===== src/rtl/core/lfpd_pkg.sv =====
package lfpd_pkg;

  // field widths
  localparam int POS_W      = 11;
  localparam int ERR_W      = 11;
  localparam int GAIN_W     = 16;
  localparam int BASE_W     = 8;
  localparam int ANGLE_W    = 8;
  localparam int CORR_W     = 16;
  localparam int FRAC_W     = 8;

  // stream packing
  localparam int IN_DATA_W  = 16;
  localparam int OUT_DATA_W = 32;

  // configuration port
  localparam int CFG_ADDR_W = 3;
  localparam int CFG_DATA_W = 16;

  // defaults and fixed values
  localparam int CENTER_POSITION_DEF = 1000;
  localparam int INTEG_LIMIT_DEF     = 10000;
  localparam int ANGLE_MAX           = 180;
  localparam int BASE_RESET          = 115;

  typedef enum logic [CFG_ADDR_W-1:0] {
    REG_PROP_GAIN  = 3'd0,
    REG_INTEG_GAIN = 3'd1,
    REG_DERIV_GAIN = 3'd2,
    REG_LEFT_BASE  = 3'd3,
    REG_RIGHT_BASE = 3'd4
  } cfg_reg_t;

endpackage


===== src/rtl/core/lfpd_front.sv =====
module lfpd_front #(
  parameter int CENTER_POSITION  = lfpd_pkg::CENTER_POSITION_DEF,
  parameter int INTEGRATOR_LIMIT = lfpd_pkg::INTEG_LIMIT_DEF,
  parameter int INTEG_W          = $clog2(lfpd_pkg::INTEG_LIMIT_DEF + 1) + 1
) (
  input  logic                              clk,
  input  logic                              rst_n,
  input  logic                              in_valid,
  output logic                              in_ready,
  input  logic [lfpd_pkg::POS_W-1:0]        position,
  output logic                              s1_valid,
  input  logic                              s1_ready,
  output logic signed [lfpd_pkg::ERR_W-1:0] s1_err,
  output logic signed [lfpd_pkg::ERR_W:0]   s1_derr,
  output logic signed [INTEG_W-1:0]         s1_integ
);
  import lfpd_pkg::*;

  localparam int CEN_W  = $clog2(CENTER_POSITION + 1);
  localparam int DIFF_W = ((CEN_W > POS_W) ? CEN_W : POS_W) + 1;
  localparam int IA_W   = ((INTEG_W > ERR_W) ? INTEG_W : ERR_W) + 1;
  localparam int ERR_MAX = 2 ** (ERR_W - 1) - 1;
  localparam int ERR_MIN = -(2 ** (ERR_W - 1));

  logic                     accept;
  logic signed [DIFF_W-1:0] diff;
  logic signed [ERR_W-1:0]  err;
  logic signed [IA_W-1:0]   isum;
  logic signed [INTEG_W-1:0] integ_nxt;
  logic signed [ERR_W:0]    derr;

  logic signed [INTEG_W-1:0] integ_r;
  logic signed [ERR_W-1:0]   prior_r;
  logic                      s1_valid_r;
  logic signed [ERR_W-1:0]   s1_err_r;
  logic signed [ERR_W:0]     s1_derr_r;
  logic signed [INTEG_W-1:0] s1_integ_r;

  assign in_ready = !s1_valid_r || s1_ready;
  assign accept   = in_valid && in_ready;

  // error, saturated to the error field range
  always_comb begin
    diff = $signed({{(DIFF_W-POS_W){1'b0}}, position}) - $signed(DIFF_W'(CENTER_POSITION));
    if (diff > $signed(DIFF_W'(ERR_MAX))) begin
      err = ERR_W'(ERR_MAX);
    end else if (diff < $signed(DIFF_W'(ERR_MIN))) begin
      err = ERR_W'(ERR_MIN);
    end else begin
      err = diff[ERR_W-1:0];
    end
  end

  // clamped integrator
  always_comb begin
    isum = $signed({{(IA_W-INTEG_W){integ_r[INTEG_W-1]}}, integ_r})
         + $signed({{(IA_W-ERR_W){err[ERR_W-1]}}, err});
    if (isum > $signed(IA_W'(INTEGRATOR_LIMIT))) begin
      integ_nxt = INTEG_W'(INTEGRATOR_LIMIT);
    end else if (isum < -$signed(IA_W'(INTEGRATOR_LIMIT))) begin
      integ_nxt = -$signed(INTEG_W'(INTEGRATOR_LIMIT));
    end else begin
      integ_nxt = isum[INTEG_W-1:0];
    end
  end

  assign derr = $signed({err[ERR_W-1], err}) - $signed({prior_r[ERR_W-1], prior_r});

  always_ff @(posedge clk) begin
    if (!rst_n) begin
      integ_r    <= '0;
      prior_r    <= '0;
      s1_valid_r <= 1'b0;
    end else begin
      if (accept) begin
        integ_r <= integ_nxt;
        prior_r <= err;
      end
      if (in_ready) begin
        s1_valid_r <= in_valid;
      end
    end
  end

  always_ff @(posedge clk) begin
    if (accept) begin
      s1_err_r   <= err;
      s1_derr_r  <= derr;
      s1_integ_r <= integ_nxt;
    end
  end

  assign s1_valid = s1_valid_r;
  assign s1_err   = s1_err_r;
  assign s1_derr  = s1_derr_r;
  assign s1_integ = s1_integ_r;

`ifndef ASSERT_OFF
  a_integ_bounded: assert property (@(posedge clk) disable iff (!rst_n)
    accept |=> (integ_r <= $signed(INTEG_W'(INTEGRATOR_LIMIT)))
            && (integ_r >= -$signed(INTEG_W'(INTEGRATOR_LIMIT))))
    else $error("integrator left its clamp range");
  a_prior_tracks: assert property (@(posedge clk) disable iff (!rst_n)
    accept |=> (prior_r == s1_err_r) && (integ_r == s1_integ_r))
    else $error("stored state differs from the staged sample");
`endif

endmodule


===== src/rtl/core/lfpd_mult.sv =====
module lfpd_mult #(
  parameter int INTEG_W = $clog2(lfpd_pkg::INTEG_LIMIT_DEF + 1) + 1
) (
  input  logic                                          clk,
  input  logic                                          rst_n,
  input  logic                                          s1_valid,
  output logic                                          s1_ready,
  input  logic signed [lfpd_pkg::ERR_W-1:0]             s1_err,
  input  logic signed [lfpd_pkg::ERR_W:0]               s1_derr,
  input  logic signed [INTEG_W-1:0]                     s1_integ,
  input  logic signed [lfpd_pkg::GAIN_W-1:0]            prop_gain,
  input  logic signed [lfpd_pkg::GAIN_W-1:0]            integ_gain,
  input  logic signed [lfpd_pkg::GAIN_W-1:0]            deriv_gain,
  output logic                                          s2_valid,
  input  logic                                          s2_ready,
  output logic signed [lfpd_pkg::GAIN_W+lfpd_pkg::ERR_W-1:0] s2_prop,
  output logic signed [lfpd_pkg::GAIN_W+lfpd_pkg::ERR_W:0]   s2_deriv,
  output logic signed [lfpd_pkg::GAIN_W+INTEG_W-1:0]         s2_integ
);
  import lfpd_pkg::*;

  logic signed [GAIN_W+ERR_W-1:0]   prop_nxt;
  logic signed [GAIN_W+ERR_W:0]     deriv_nxt;
  logic signed [GAIN_W+INTEG_W-1:0] integ_nxt;

  logic                             s2_valid_r;
  logic signed [GAIN_W+ERR_W-1:0]   s2_prop_r;
  logic signed [GAIN_W+ERR_W:0]     s2_deriv_r;
  logic signed [GAIN_W+INTEG_W-1:0] s2_integ_r;

  assign s1_ready = !s2_valid_r || s2_ready;

  // three products in parallel, each registered
  assign prop_nxt  = prop_gain * s1_err;
  assign deriv_nxt = deriv_gain * s1_derr;
  assign integ_nxt = integ_gain * s1_integ;

  always_ff @(posedge clk) begin
    if (!rst_n) begin
      s2_valid_r <= 1'b0;
    end else if (s1_ready) begin
      s2_valid_r <= s1_valid;
    end
  end

  always_ff @(posedge clk) begin
    if (s1_valid && s1_ready) begin
      s2_prop_r  <= prop_nxt;
      s2_deriv_r <= deriv_nxt;
      s2_integ_r <= integ_nxt;
    end
  end

  assign s2_valid = s2_valid_r;
  assign s2_prop  = s2_prop_r;
  assign s2_deriv = s2_deriv_r;
  assign s2_integ = s2_integ_r;

endmodule


===== src/rtl/core/lfpd_out.sv =====
module lfpd_out #(
  parameter int INTEG_W = $clog2(lfpd_pkg::INTEG_LIMIT_DEF + 1) + 1
) (
  input  logic                                               clk,
  input  logic                                               rst_n,
  input  logic                                               s2_valid,
  output logic                                               s2_ready,
  input  logic signed [lfpd_pkg::GAIN_W+lfpd_pkg::ERR_W-1:0] s2_prop,
  input  logic signed [lfpd_pkg::GAIN_W+lfpd_pkg::ERR_W:0]   s2_deriv,
  input  logic signed [lfpd_pkg::GAIN_W+INTEG_W-1:0]         s2_integ,
  input  logic [lfpd_pkg::BASE_W-1:0]                        left_base,
  input  logic [lfpd_pkg::BASE_W-1:0]                        right_base,
  output logic                                               out_valid,
  input  logic                                               out_ready,
  output logic [lfpd_pkg::ANGLE_W-1:0]                       left_angle,
  output logic [lfpd_pkg::ANGLE_W-1:0]                       right_angle,
  output logic signed [lfpd_pkg::CORR_W-1:0]                 correction
);
  import lfpd_pkg::*;

  localparam int PD_W   = GAIN_W + ERR_W + 1;
  localparam int PI_W   = GAIN_W + INTEG_W;
  localparam int SUM_W  = ((PD_W > PI_W) ? PD_W : PI_W) + 2;
  localparam int AW     = CORR_W + 2;
  localparam int CORR_MAX = 2 ** (CORR_W - 1) - 1;
  localparam int CORR_MIN = -(2 ** (CORR_W - 1));
  localparam int ROUND_ADD = 2 ** FRAC_W - 1;

  logic signed [SUM_W-1:0]  sum;
  logic signed [SUM_W-1:0]  sum_adj;
  logic signed [SUM_W-1:0]  quo;
  logic signed [CORR_W-1:0] corr;
  logic signed [AW-1:0]     corr_x;
  logic signed [AW-1:0]     left_raw;
  logic signed [AW-1:0]     right_raw;
  logic [ANGLE_W-1:0]       left_nxt;
  logic [ANGLE_W-1:0]       right_nxt;

  logic                     out_valid_r;
  logic [ANGLE_W-1:0]       left_r;
  logic [ANGLE_W-1:0]       right_r;
  logic signed [CORR_W-1:0] corr_r;

  assign s2_ready = !out_valid_r || out_ready;

  // sum, divide by 256 rounding toward zero, saturate
  always_comb begin
    sum = $signed({{(SUM_W-(GAIN_W+ERR_W)){s2_prop[GAIN_W+ERR_W-1]}}, s2_prop})
        + $signed({{(SUM_W-PD_W){s2_deriv[PD_W-1]}}, s2_deriv})
        + $signed({{(SUM_W-PI_W){s2_integ[PI_W-1]}}, s2_integ});
    sum_adj = sum + (sum[SUM_W-1] ? $signed(SUM_W'(ROUND_ADD)) : $signed(SUM_W'(0)));
    quo     = sum_adj >>> FRAC_W;
    if (quo > $signed(SUM_W'(CORR_MAX))) begin
      corr = CORR_W'(CORR_MAX);
    end else if (quo < $signed(SUM_W'(CORR_MIN))) begin
      corr = CORR_W'(CORR_MIN);
    end else begin
      corr = quo[CORR_W-1:0];
    end
  end

  // wheel angles, clamped to the servo range
  always_comb begin
    corr_x    = $signed({{(AW-CORR_W){corr[CORR_W-1]}}, corr});
    left_raw  = $signed({{(AW-BASE_W){1'b0}}, left_base}) - corr_x;
    right_raw = $signed(AW'(ANGLE_MAX)) - $signed({{(AW-BASE_W){1'b0}}, right_base}) - corr_x;
    if (left_raw < $signed(AW'(0))) begin
      left_nxt = '0;
    end else if (left_raw > $signed(AW'(ANGLE_MAX))) begin
      left_nxt = ANGLE_W'(ANGLE_MAX);
    end else begin
      left_nxt = left_raw[ANGLE_W-1:0];
    end
    if (right_raw < $signed(AW'(0))) begin
      right_nxt = '0;
    end else if (right_raw > $signed(AW'(ANGLE_MAX))) begin
      right_nxt = ANGLE_W'(ANGLE_MAX);
    end else begin
      right_nxt = right_raw[ANGLE_W-1:0];
    end
  end

  always_ff @(posedge clk) begin
    if (!rst_n) begin
      out_valid_r <= 1'b0;
    end else if (s2_ready) begin
      out_valid_r <= s2_valid;
    end
  end

  always_ff @(posedge clk) begin
    if (s2_valid && s2_ready) begin
      left_r  <= left_nxt;
      right_r <= right_nxt;
      corr_r  <= corr;
    end
  end

  assign out_valid   = out_valid_r;
  assign left_angle  = left_r;
  assign right_angle = right_r;
  assign correction  = corr_r;

endmodule


===== src/rtl/core/line_follow_pid_drive_top.sv =====
// PID line follower for a differential servo drive. Each in_ transaction carries one
// line-position sample (CENTER_POSITION means centred); each yields exactly one out_
// transaction with the left and right servo angles (0..180) and the saturated signed
// correction. The error is saturated to -1024..1023, the integrator clamps to
// +/- INTEGRATOR_LIMIT, the gains are signed Q8.8 and the gain sum is divided by 256
// rounding toward zero. Throughput is one transaction per clock while out_tready stays
// high; each sample passes the stage one, stage two and output registers in turn
// before its out_ transaction is offered. Stage one forms the error and updates the
// integrator and stored error (so consecutive samples chain without waiting), stage
// two holds the three gain multipliers, stage three sums, scales, saturates and
// clamps into the output register. Each stage only stalls when the one after it is
// full and held. Registers: 0 prop_gain, 1 integ_gain, 2 deriv_gain, 3 left_base,
// 4 right_base; write them only while no sample is in flight.
module line_follow_pid_drive_top #(
  parameter int CENTER_POSITION  = lfpd_pkg::CENTER_POSITION_DEF,
  parameter int INTEGRATOR_LIMIT = lfpd_pkg::INTEG_LIMIT_DEF
) (
  input  logic                               clk,
  input  logic                               rst_n,
  // input stream
  input  logic                               in_tvalid,
  output logic                               in_tready,
  input  logic [lfpd_pkg::IN_DATA_W-1:0]     in_tdata,   // [10:0] position, rest zero
  // result stream
  output logic                               out_tvalid,
  input  logic                               out_tready,
  output logic [lfpd_pkg::OUT_DATA_W-1:0]    out_tdata,  // [7:0] left_angle,
                                                         // [15:8] right_angle,
                                                         // [31:16] correction
  // configuration writes
  input  logic                               cfg_wr_en,
  input  logic [lfpd_pkg::CFG_ADDR_W-1:0]    cfg_addr,
  input  logic [lfpd_pkg::CFG_DATA_W-1:0]    cfg_wdata
);
  import lfpd_pkg::*;

  // integrator width follows from its clamp limit
  localparam int INTEG_W = $clog2(INTEGRATOR_LIMIT + 1) + 1;

  // configuration registers
  logic signed [GAIN_W-1:0] prop_gain_r;
  logic signed [GAIN_W-1:0] integ_gain_r;
  logic signed [GAIN_W-1:0] deriv_gain_r;
  logic [BASE_W-1:0]        left_base_r;
  logic [BASE_W-1:0]        right_base_r;

  // stage one to two
  logic                      s1_valid;
  logic                      s1_ready;
  logic signed [ERR_W-1:0]   s1_err;
  logic signed [ERR_W:0]     s1_derr;
  logic signed [INTEG_W-1:0] s1_integ;

  // stage two to three
  logic                             s2_valid;
  logic                             s2_ready;
  logic signed [GAIN_W+ERR_W-1:0]   s2_prop;
  logic signed [GAIN_W+ERR_W:0]     s2_deriv;
  logic signed [GAIN_W+INTEG_W-1:0] s2_integ;

  // result fields
  logic [ANGLE_W-1:0]       left_angle;
  logic [ANGLE_W-1:0]       right_angle;
  logic signed [CORR_W-1:0] correction;

  // register writes; unknown indexes are dropped
  always_ff @(posedge clk) begin
    if (!rst_n) begin
      prop_gain_r  <= '0;
      integ_gain_r <= '0;
      deriv_gain_r <= '0;
      left_base_r  <= BASE_W'(BASE_RESET);
      right_base_r <= BASE_W'(BASE_RESET);
    end else if (cfg_wr_en) begin
      case (cfg_reg_t'(cfg_addr))
        REG_PROP_GAIN:  prop_gain_r  <= cfg_wdata[GAIN_W-1:0];
        REG_INTEG_GAIN: integ_gain_r <= cfg_wdata[GAIN_W-1:0];
        REG_DERIV_GAIN: deriv_gain_r <= cfg_wdata[GAIN_W-1:0];
        REG_LEFT_BASE:  left_base_r  <= cfg_wdata[BASE_W-1:0];
        REG_RIGHT_BASE: right_base_r <= cfg_wdata[BASE_W-1:0];
        default: ;
      endcase
    end
  end

  // error, integrator and stored error
  lfpd_front #(
    .CENTER_POSITION  (CENTER_POSITION),
    .INTEGRATOR_LIMIT (INTEGRATOR_LIMIT),
    .INTEG_W          (INTEG_W)
  ) u_front (
    .clk      (clk),
    .rst_n    (rst_n),
    .in_valid (in_tvalid),
    .in_ready (in_tready),
    .position (in_tdata[POS_W-1:0]),
    .s1_valid (s1_valid),
    .s1_ready (s1_ready),
    .s1_err   (s1_err),
    .s1_derr  (s1_derr),
    .s1_integ (s1_integ)
  );

  // gain products
  lfpd_mult #(
    .INTEG_W (INTEG_W)
  ) u_mult (
    .clk        (clk),
    .rst_n      (rst_n),
    .s1_valid   (s1_valid),
    .s1_ready   (s1_ready),
    .s1_err     (s1_err),
    .s1_derr    (s1_derr),
    .s1_integ   (s1_integ),
    .prop_gain  (prop_gain_r),
    .integ_gain (integ_gain_r),
    .deriv_gain (deriv_gain_r),
    .s2_valid   (s2_valid),
    .s2_ready   (s2_ready),
    .s2_prop    (s2_prop),
    .s2_deriv   (s2_deriv),
    .s2_integ   (s2_integ)
  );

  // correction and wheel angles, output register
  lfpd_out #(
    .INTEG_W (INTEG_W)
  ) u_out (
    .clk         (clk),
    .rst_n       (rst_n),
    .s2_valid    (s2_valid),
    .s2_ready    (s2_ready),
    .s2_prop     (s2_prop),
    .s2_deriv    (s2_deriv),
    .s2_integ    (s2_integ),
    .left_base   (left_base_r),
    .right_base  (right_base_r),
    .out_valid   (out_tvalid),
    .out_ready   (out_tready),
    .left_angle  (left_angle),
    .right_angle (right_angle),
    .correction  (correction)
  );

  assign out_tdata = {correction, right_angle, left_angle};

`ifndef ASSERT_OFF
  a_accept_stages: assert property (@(posedge clk) disable iff (!rst_n)
    in_tvalid && in_tready |=> s1_valid)
    else $error("accepted sample did not reach the first stage");
  a_left_no_corr: assert property (@(posedge clk) disable iff (!rst_n)
    out_tvalid && (correction == '0) && (left_base_r <= BASE_W'(ANGLE_MAX))
      |-> left_angle == left_base_r)
    else $error("left angle differs from base with zero correction");
  a_right_no_corr: assert property (@(posedge clk) disable iff (!rst_n)
    out_tvalid && (correction == '0) && (right_base_r <= BASE_W'(ANGLE_MAX))
      |-> right_angle == BASE_W'(ANGLE_MAX) - right_base_r)
    else $error("right angle differs from mirrored base with zero correction");
`endif

endmodule

===== config.mk =====
export PLATFORM = sky130hd
export DESIGN_NAME = line_follow_pid_drive_top
export DESIGN_NICKNAME = d
export VERILOG_FILES = /design/src/rtl/core/lfpd_pkg.sv /design/src/rtl/core/lfpd_front.sv /design/src/rtl/core/lfpd_mult.sv /design/src/rtl/core/lfpd_out.sv /design/src/rtl/core/line_follow_pid_drive_top.sv
export SDC_FILE = /design/constraint.sdc
export NUM_CORES = 2
export LEC_CHECK = 0
export BUFFER_PORTS_ARGS = -buffer_cell sky130_fd_sc_hd__buf_2
export CAP_MARGIN = 40
export CORE_UTILIZATION = 65
export CTS_BUF_LIST = sky130_fd_sc_hd__clkbuf_8
export CTS_CLUSTER_SIZE = 14
export DETAILED_ROUTE_END_ITERATION = 6
export PLACE_DENSITY = 0.89
export REMOVE_ABC_BUFFERS = 1
export SLEW_MARGIN = 20
export SYNTH_ARGS = -nofsm -noshare
export SYNTH_HDL_FRONTEND = slang
export SYNTH_SLANG_ARGS = --single-unit

===== constraint.sdc =====
create_clock -name clk -period 9.85 [get_ports clk]
set_input_delay 0.985 -clock clk [delete_from_list [all_inputs] [get_ports clk]]
set_output_delay 0.985 -clock clk [all_outputs]
set_load 0.1 [all_outputs]

# Yosys cells after proc, flatten, opt, wreduce, memory -nomap -nowiden
# Index checks and enable logic that the tools add are counted.
# op_classes
n_addsub,9
mul,3
div_mod_pow,0
n_lt_le_gt_ge,10
eq_ne,4
shift,0
muxes,9
bitwise_logic,0
reduce_logical,17
# ops
operator,count
$gt 18x9->1 const B,2
$lt 18x1->1 const B,2
$sub 9x16->17,2
$add 33x9->33,1
$add 29x31->32,1
$mux 16,2
$mul 16x15->31,1
$mux 15,2
$add 27x28->29,1
$mul 16x12->28,1
$mul 16x11->27,1
$gt 25x16->1 const B,1
$lt 25x16->1 const B,1
$mux 8,3
$mux 11,2
$add 15x11->16,1
$gt 16x15->1 const B,1
$lt 16x15->1 const B,1
$gt 12x11->1 const B,1
$lt 12x11->1 const B,1
$sub 11x10->12 const B,1
$sub 11x11->12,1
$reduce_and 2->1,5
$sub 8x8->9 const A,1
other kinds (8),16
# word_totals
register_bits,249
latch_bits,0
ramBits,0
romBits,0
inputBits,40
out_inout_bits,34
memories,0

# Logic depth before layout (Yosys ltp)
# depth
word_depth,10
ltp_mapped,42
ltp_nobuf,40

# Cells and area by module
# Synthesis repeated with hierarchy kept, for this count alone.
# hier_totals
cells_unflattened,4025
hier_area_um2,37901.4
# modules_own_cells
module,n_inst,cells_per_inst,area_each_um2
lfpd_mult,1,2569,24891.4
lfpd_out,1,831,6712.7
lfpd_front,1,390,3831.2
line_follow_pid_drive_top,1,235,2466.1

# Worst setup path after synthesis
# OpenSTA, ideal clock, no wires.
# synth_timing
kind,flip-flop to flip-flop
from,"register u_mult.s2_prop_r[1], in the netlist u_mult.s2_prop[1]"
to,"register u_out.left_r[2], in the netlist u_out.left_angle[2] (data pin)"
t_arrival_ns,8.162
t_required_ns,9.578
setup_slack_ns,1.417
path_stages_with_launch,42
path_buffers,1
synth_period_minus_slack_ns,8.433
cell_sequence,edfxtp_1 > fa_1 > ha_1 > inv_1 > fa_1 > nand2b_1 > a21oi_4 > o211a_1 > o211ai_2 > a21o_1 > a211oi_2 > inv_2 > ha_1 > a21oi_1 > nor2b_1 > o21ai_0 > nand2b_1 > a21oi_1 > (+6 left out) > nor2_1 > nor2_1 > ha_1 > a21o_1 > a21o_1 > a21o_1 > a21o_1 > a21o_1 > nor2_1 > nand3_1 > o41ai_1 > a31oi_1 > a21oi_1 > o21ai_1 > a211o_1 > a311oi_1 > o2111a_2 > a31oi_1
# synth_via
elab_chain_len,10
elab_cells_between_ends,12
# synth_rtl
element,line_no,rtl
"start, declared",lfpd_mult.sv:27,logic signed [GAIN_W+ERR_W-1:0] s2_prop_r;
"start signal, assigned",lfpd_mult.sv:48,s2_prop_r <= prop_nxt;
$add 27x28->29 *,lfpd_out.sv:49,"+ $signed({{(SUM_W-PD_W){s2_deriv[PD_W-1]}}, s2_deriv})"
$add 29x31->32 *,lfpd_out.sv:50,"+ $signed({{(SUM_W-PI_W){s2_integ[PI_W-1]}}, s2_integ});"
$mux 8,lfpd_out.sv:51,sum_adj = sum + (sum[SUM_W-1] ? $signed(SUM_W'(ROUND_ADD)) : $signed(SUM_W'(0)));
$add 33x9->33 *,lfpd_out.sv:51,
$lt 25x16->1,lfpd_out.sv:55,end else if (quo < $signed(SUM_W'(CORR_MIN))) begin
$mux 16,lfpd_out.sv:55,
$mux 16 *,lfpd_out.sv:53,if (quo > $signed(SUM_W'(CORR_MAX))) begin
via u_out.corr[15],lfpd_out.sv:32,logic signed [CORR_W-1:0] corr;
$sub 9x16->17 *,lfpd_out.sv:65,"left_raw = $signed({{(AW-BASE_W){1'b0}}, left_base}) - corr_x;"
$gt 18x9->1,lfpd_out.sv:69,end else if (left_raw > $signed(AW'(ANGLE_MAX))) begin
$mux 8,lfpd_out.sv:69,
"end signal, assigned",lfpd_out.sv:93,left_r <= left_nxt;
"end, declared",lfpd_out.sv:40,logic [ANGLE_W-1:0] left_r;
# The timed path passes the listed nets; every way through them passes the cells marked *.
# A chain may end at the register's enable or synchronous reset.

# Worst setup path in the final report
# layout_timing
from,"register u_mult.s2_prop_r[1], in the netlist u_mult.s2_prop[1]"
to,"register u_out.left_r[7], in the netlist u_out.left_angle[7] (data pin)"
# The elaborated chain is that of the path after synthesis.

==> run_results.csv <==
group,metric,value,unit
outcome,result_of_the_run,"finished clean",
logic_synthesis,post_synth_and_or_nand_nor_area_fraction,0.160,
cts,tritoncts,"done",
timing,maxSlewViolCount,0,
critical_path,worst_setup_path_start_kind,"flop",
critical_path,path_delay_family,"compound AO/OA/AOI/OAI gates",
timing,finalClockSkew,0.0268,ns
route,detail_route.drc_violations,0,
logic_synthesis,synth_ff_type,"sky130_fd_sc_hd__edfxtp_1",
layout,final_non_filler_cell_total,4655,
timing,final_min_period_over_clock_period,0.941,
cts,postCtsSetupBuffers,0,
timing,max_freq,108,MHz
cts,postCtsResizedCells,0,
cts,tritoncts_num_sinks,249,
timing,rsz0062_at_grt,"false",
route,drt_iter0_drc,2396,
grt,grt_usage,0.333,
logic_synthesis,register_area_share_after_synthesis,0.180,
timing,slew_headroom,0.382,
power,power_frac_seq,0.204,
logic_synthesis,compound_gate_fraction_of_synth_area,0.0943,
logic_synthesis,synth_xor_xnor_area_share,0.0419,
critical_path,slowest_stage,"sky130_fd_sc_hd__fa_1",
logic_synthesis,syn-mean-instance-area,9.39,um2
route,via_count,27768,
logic_synthesis,ys_types,105,
cts,clk_path_buf_depth,3,
logic_synthesis,synth-edff-count,156,
logic_synthesis,largest_family_of_logic_cells_by_synthesized_area,"adder cells",
grt,antenna_found_initial,1,
critical_path,cp_num_cells,42,
logic_synthesis,yosysTopAreaCell,"sky130_fd_sc_hd__fa_1",
power,total_leakage_power,17.8,nW
layout,fin_nets,4810,
floorplan,initial_core_util,0.658,
logic_synthesis,yosysTopAreaCellShare,0.337,
place,post-place-ws,0.743,ns
timing,post-route-worst-setup-slack,0.577,ns
logic_synthesis,synthMuxAreaShare,0.00203,
layout,layout_commonest_cell,"sky130_fd_sc_hd__inv_1",
timing,final_hold_viols,0,
floorplan,die_height,238,um
critical_path,max_stage_delay,0.56,ns
route,vias_per_cell,5.97,
layout,areaGrowthSynthToFinish,5.15,%
logic_synthesis,postSynth.asyncResetShare,0,
critical_path,critical_path_class,"reg -> reg",
floorplan,core,55200,um2
logic_synthesis,postSynthCellCount,3868,
cts,worst_skew_pair.late_latency,0.64,ns
logic_synthesis,synth.ff_latch_count,249,
cts,clk_pin_slew,0.06,ns
min_path,min-delay-path-class,"reg -> reg",
cts,ctsHtreeMaxLevel,2,
route,drt.antenna.violating_nets,0,
critical_path,worstPathRequired,10.22,ns
power,sw_frac_of_total,0.514,
place,dpl.hpwl,71.2,mm
logic_synthesis,yosysWarningCount,0,
route,drt_first_pass_iters,6,
place,place.port_buffers,68,
cts,cts_hold_buf,0,
timing,finalWorstPathRequiredPeriod,9.27,ns
place,dpl.cell_count,4573,
floorplan,num_rows,86,
power,vdd_ir_drop_max,0.000240,V
floorplan,die_x,238,um
critical_path,timing.critical_path.buf_inv,5,
route,routed_wire_length_per_instance,19.3,um
cts,cts_inserted_buffers,42,
layout,final_layout_size_suffix_gt1_frac,0.0584,
floorplan,io_pins,74,
route,routed_wl,89.8,mm
critical_path,timing.critical_path.mode_cell,"sky130_fd_sc_hd__a21o_1",
logic_synthesis,synth.area.top_cells,"sky130_fd_sc_hd__fa_1 (34%), sky130_fd_sc_hd__edfxtp_1 (13%), sky130_fd_sc_hd__ha_1 (9.9%)",
grt,overflow_after_grt,0,
power,power_density,207,nW/um2
critical_path,crit_path_max_fanout,12,
grt,via_count_of_the_first_global_routing_pass,29763,
timing,final-setup-viol-count,0,
grt,grt_max_degree,77,
place,finalWeightedCongestion,0.980,
floorplan,die_area,56800,um2
power,switchingPower,0.00407,W
cts,clock_tree_root,"sky130_fd_sc_hd__clkbuf_8",
flow_run,cap_viol_max_count,0,
power,power.combinational.fraction,0.669,
power,internal_power,0.00384,W
critical_path,worst-r2r-cell-count,42,
critical_path,worstSetupEndpointType,"flop",
power,clockPowerShare,0.127,
logic_synthesis,synth_area,36300,um2
layout,layout_common_cells,"sky130_fd_sc_hd__inv_1 (686), sky130_fd_sc_hd__fa_1 (611), sky130_fd_sc_hd__nand2_1 (549)",
layout,total_of_fill_cells_in_the_finished_design,3811,
logic_synthesis,synth_adder_area_share,0.437,
timing,totalNegativeSetupSlack,0,ns
critical_path,critPathArrivalTime,9.64,ns
grt,grt_first_pass_wirelength,149,mm
min_path,timing.hold.worst_path_depth,2,
timing,worst_slew_pin_slew,0.926,ns
cell type report:
class | count | area [um2] | area share
multi-input cells | 2809 | 26700 | 0.700
flip-flops and latches | 249 | 6550 | 0.171
inverters | 678 | 2550 | 0.0667
well taps | 748 | 936 | 0.0245
clock buffers | 55 | 757 | 0.0198
repair buffers | 92 | 538 | 0.0141
clock inverters | 23 | 138 | 0.00360
diodes | 1 | 2.50 | 0.0000655
per-layer routing:
metal	vias to the layer above	global-route usage	wire, um
met5	-	0	8
met4	2	0.215	6750
met3	375	0.0606	7460
met2	1348	0.567	43900
met1	13756	0.387	31700
li1	12287	-	-
final timing paths:
| path | from | end | slack [ns] |
|---|---|---|---|
| hold / removal | u_front.prior_r[0] | u_front.prior_r[0] | 0.47 |
| setup reg to reg | u_mult.s2_prop[1] | u_out.left_angle[7] | 0.58 |
| setup / recovery | u_mult.s2_prop[1] | u_out.left_angle[7] | 0.58 |
| hold reg to reg | u_front.prior_r[0] | u_front.prior_r[0] | 0.47 |
power groups by stage:
stage,Sequential (W),Clock [W],Combinational [W]
floorplan,0.00167,0,0.00370
global placement,0.00161,0,0.00497
detailed placement,0.00162,0,0.00513
CTS,0.00160,0.00101,0.00518
global route,0.00163,0.00105,0.00578
finish,0.00162,0.00100,0.00529
cell families (layout without fill, tap and decap cells):
family	count (synthesis)	in the layout
simple gates	1207	1207
fa+ha+maj	903	903
buf+inv	810	848
compound gates	520	520
flops	249	249
xor+xnor	172	172
mux	7	7
other cells	0	1
registers in the layout, summed over array words and instances, names as in the netlist, 15 cells and up:
name / count
deriv_gain_r: 16
u_front.integ_r: 15
u_mult.s2_deriv: 28
u_out.correction: 16
u_mult.s2_prop: 27
prop_gain_r: 16
u_front.s1_integ: 15
integ_gain_r: 16
u_mult.s2_integ: 31
worst min-delay path, cell delays in order, from the launching register on:
cell                      delay [ns]
sky130_fd_sc_hd__dfxtp_1        0.32
sky130_fd_sc_hd__nand2_1        0.05
sky130_fd_sc_hd__a21oi_1        0.05
metrics by stage:
stage	total power, W	utilization	hold slack, ns	instance area [um2]
finish	0.00791	0.692	0.465	38200
global route	0.00846	0.692	0.486	38200
CTS	0.00779	0.691	0.461	38100
detailed placement	0.00675	0.675	0.452	37300
global placement	0.00658	0.675	0.444	37200
floorplan	0.00537	-	0.436	35800
synthesized netlist by cell type, drive strengths merged, types with 22 or more instances:
library cell    n
a211oi         23
a21o           36
a21oi         201
and2          252
and3           22
clkbuf        122
dfxtp          93
edfxtp        156
fa            611
ha            287
inv           677
nand2         549
nand2b         61
nand3          41
nor2          145
nor3           47
o21ai          96
xnor2         133
xor2           39
Note: power is estimated with default switching activity, not from simulation.
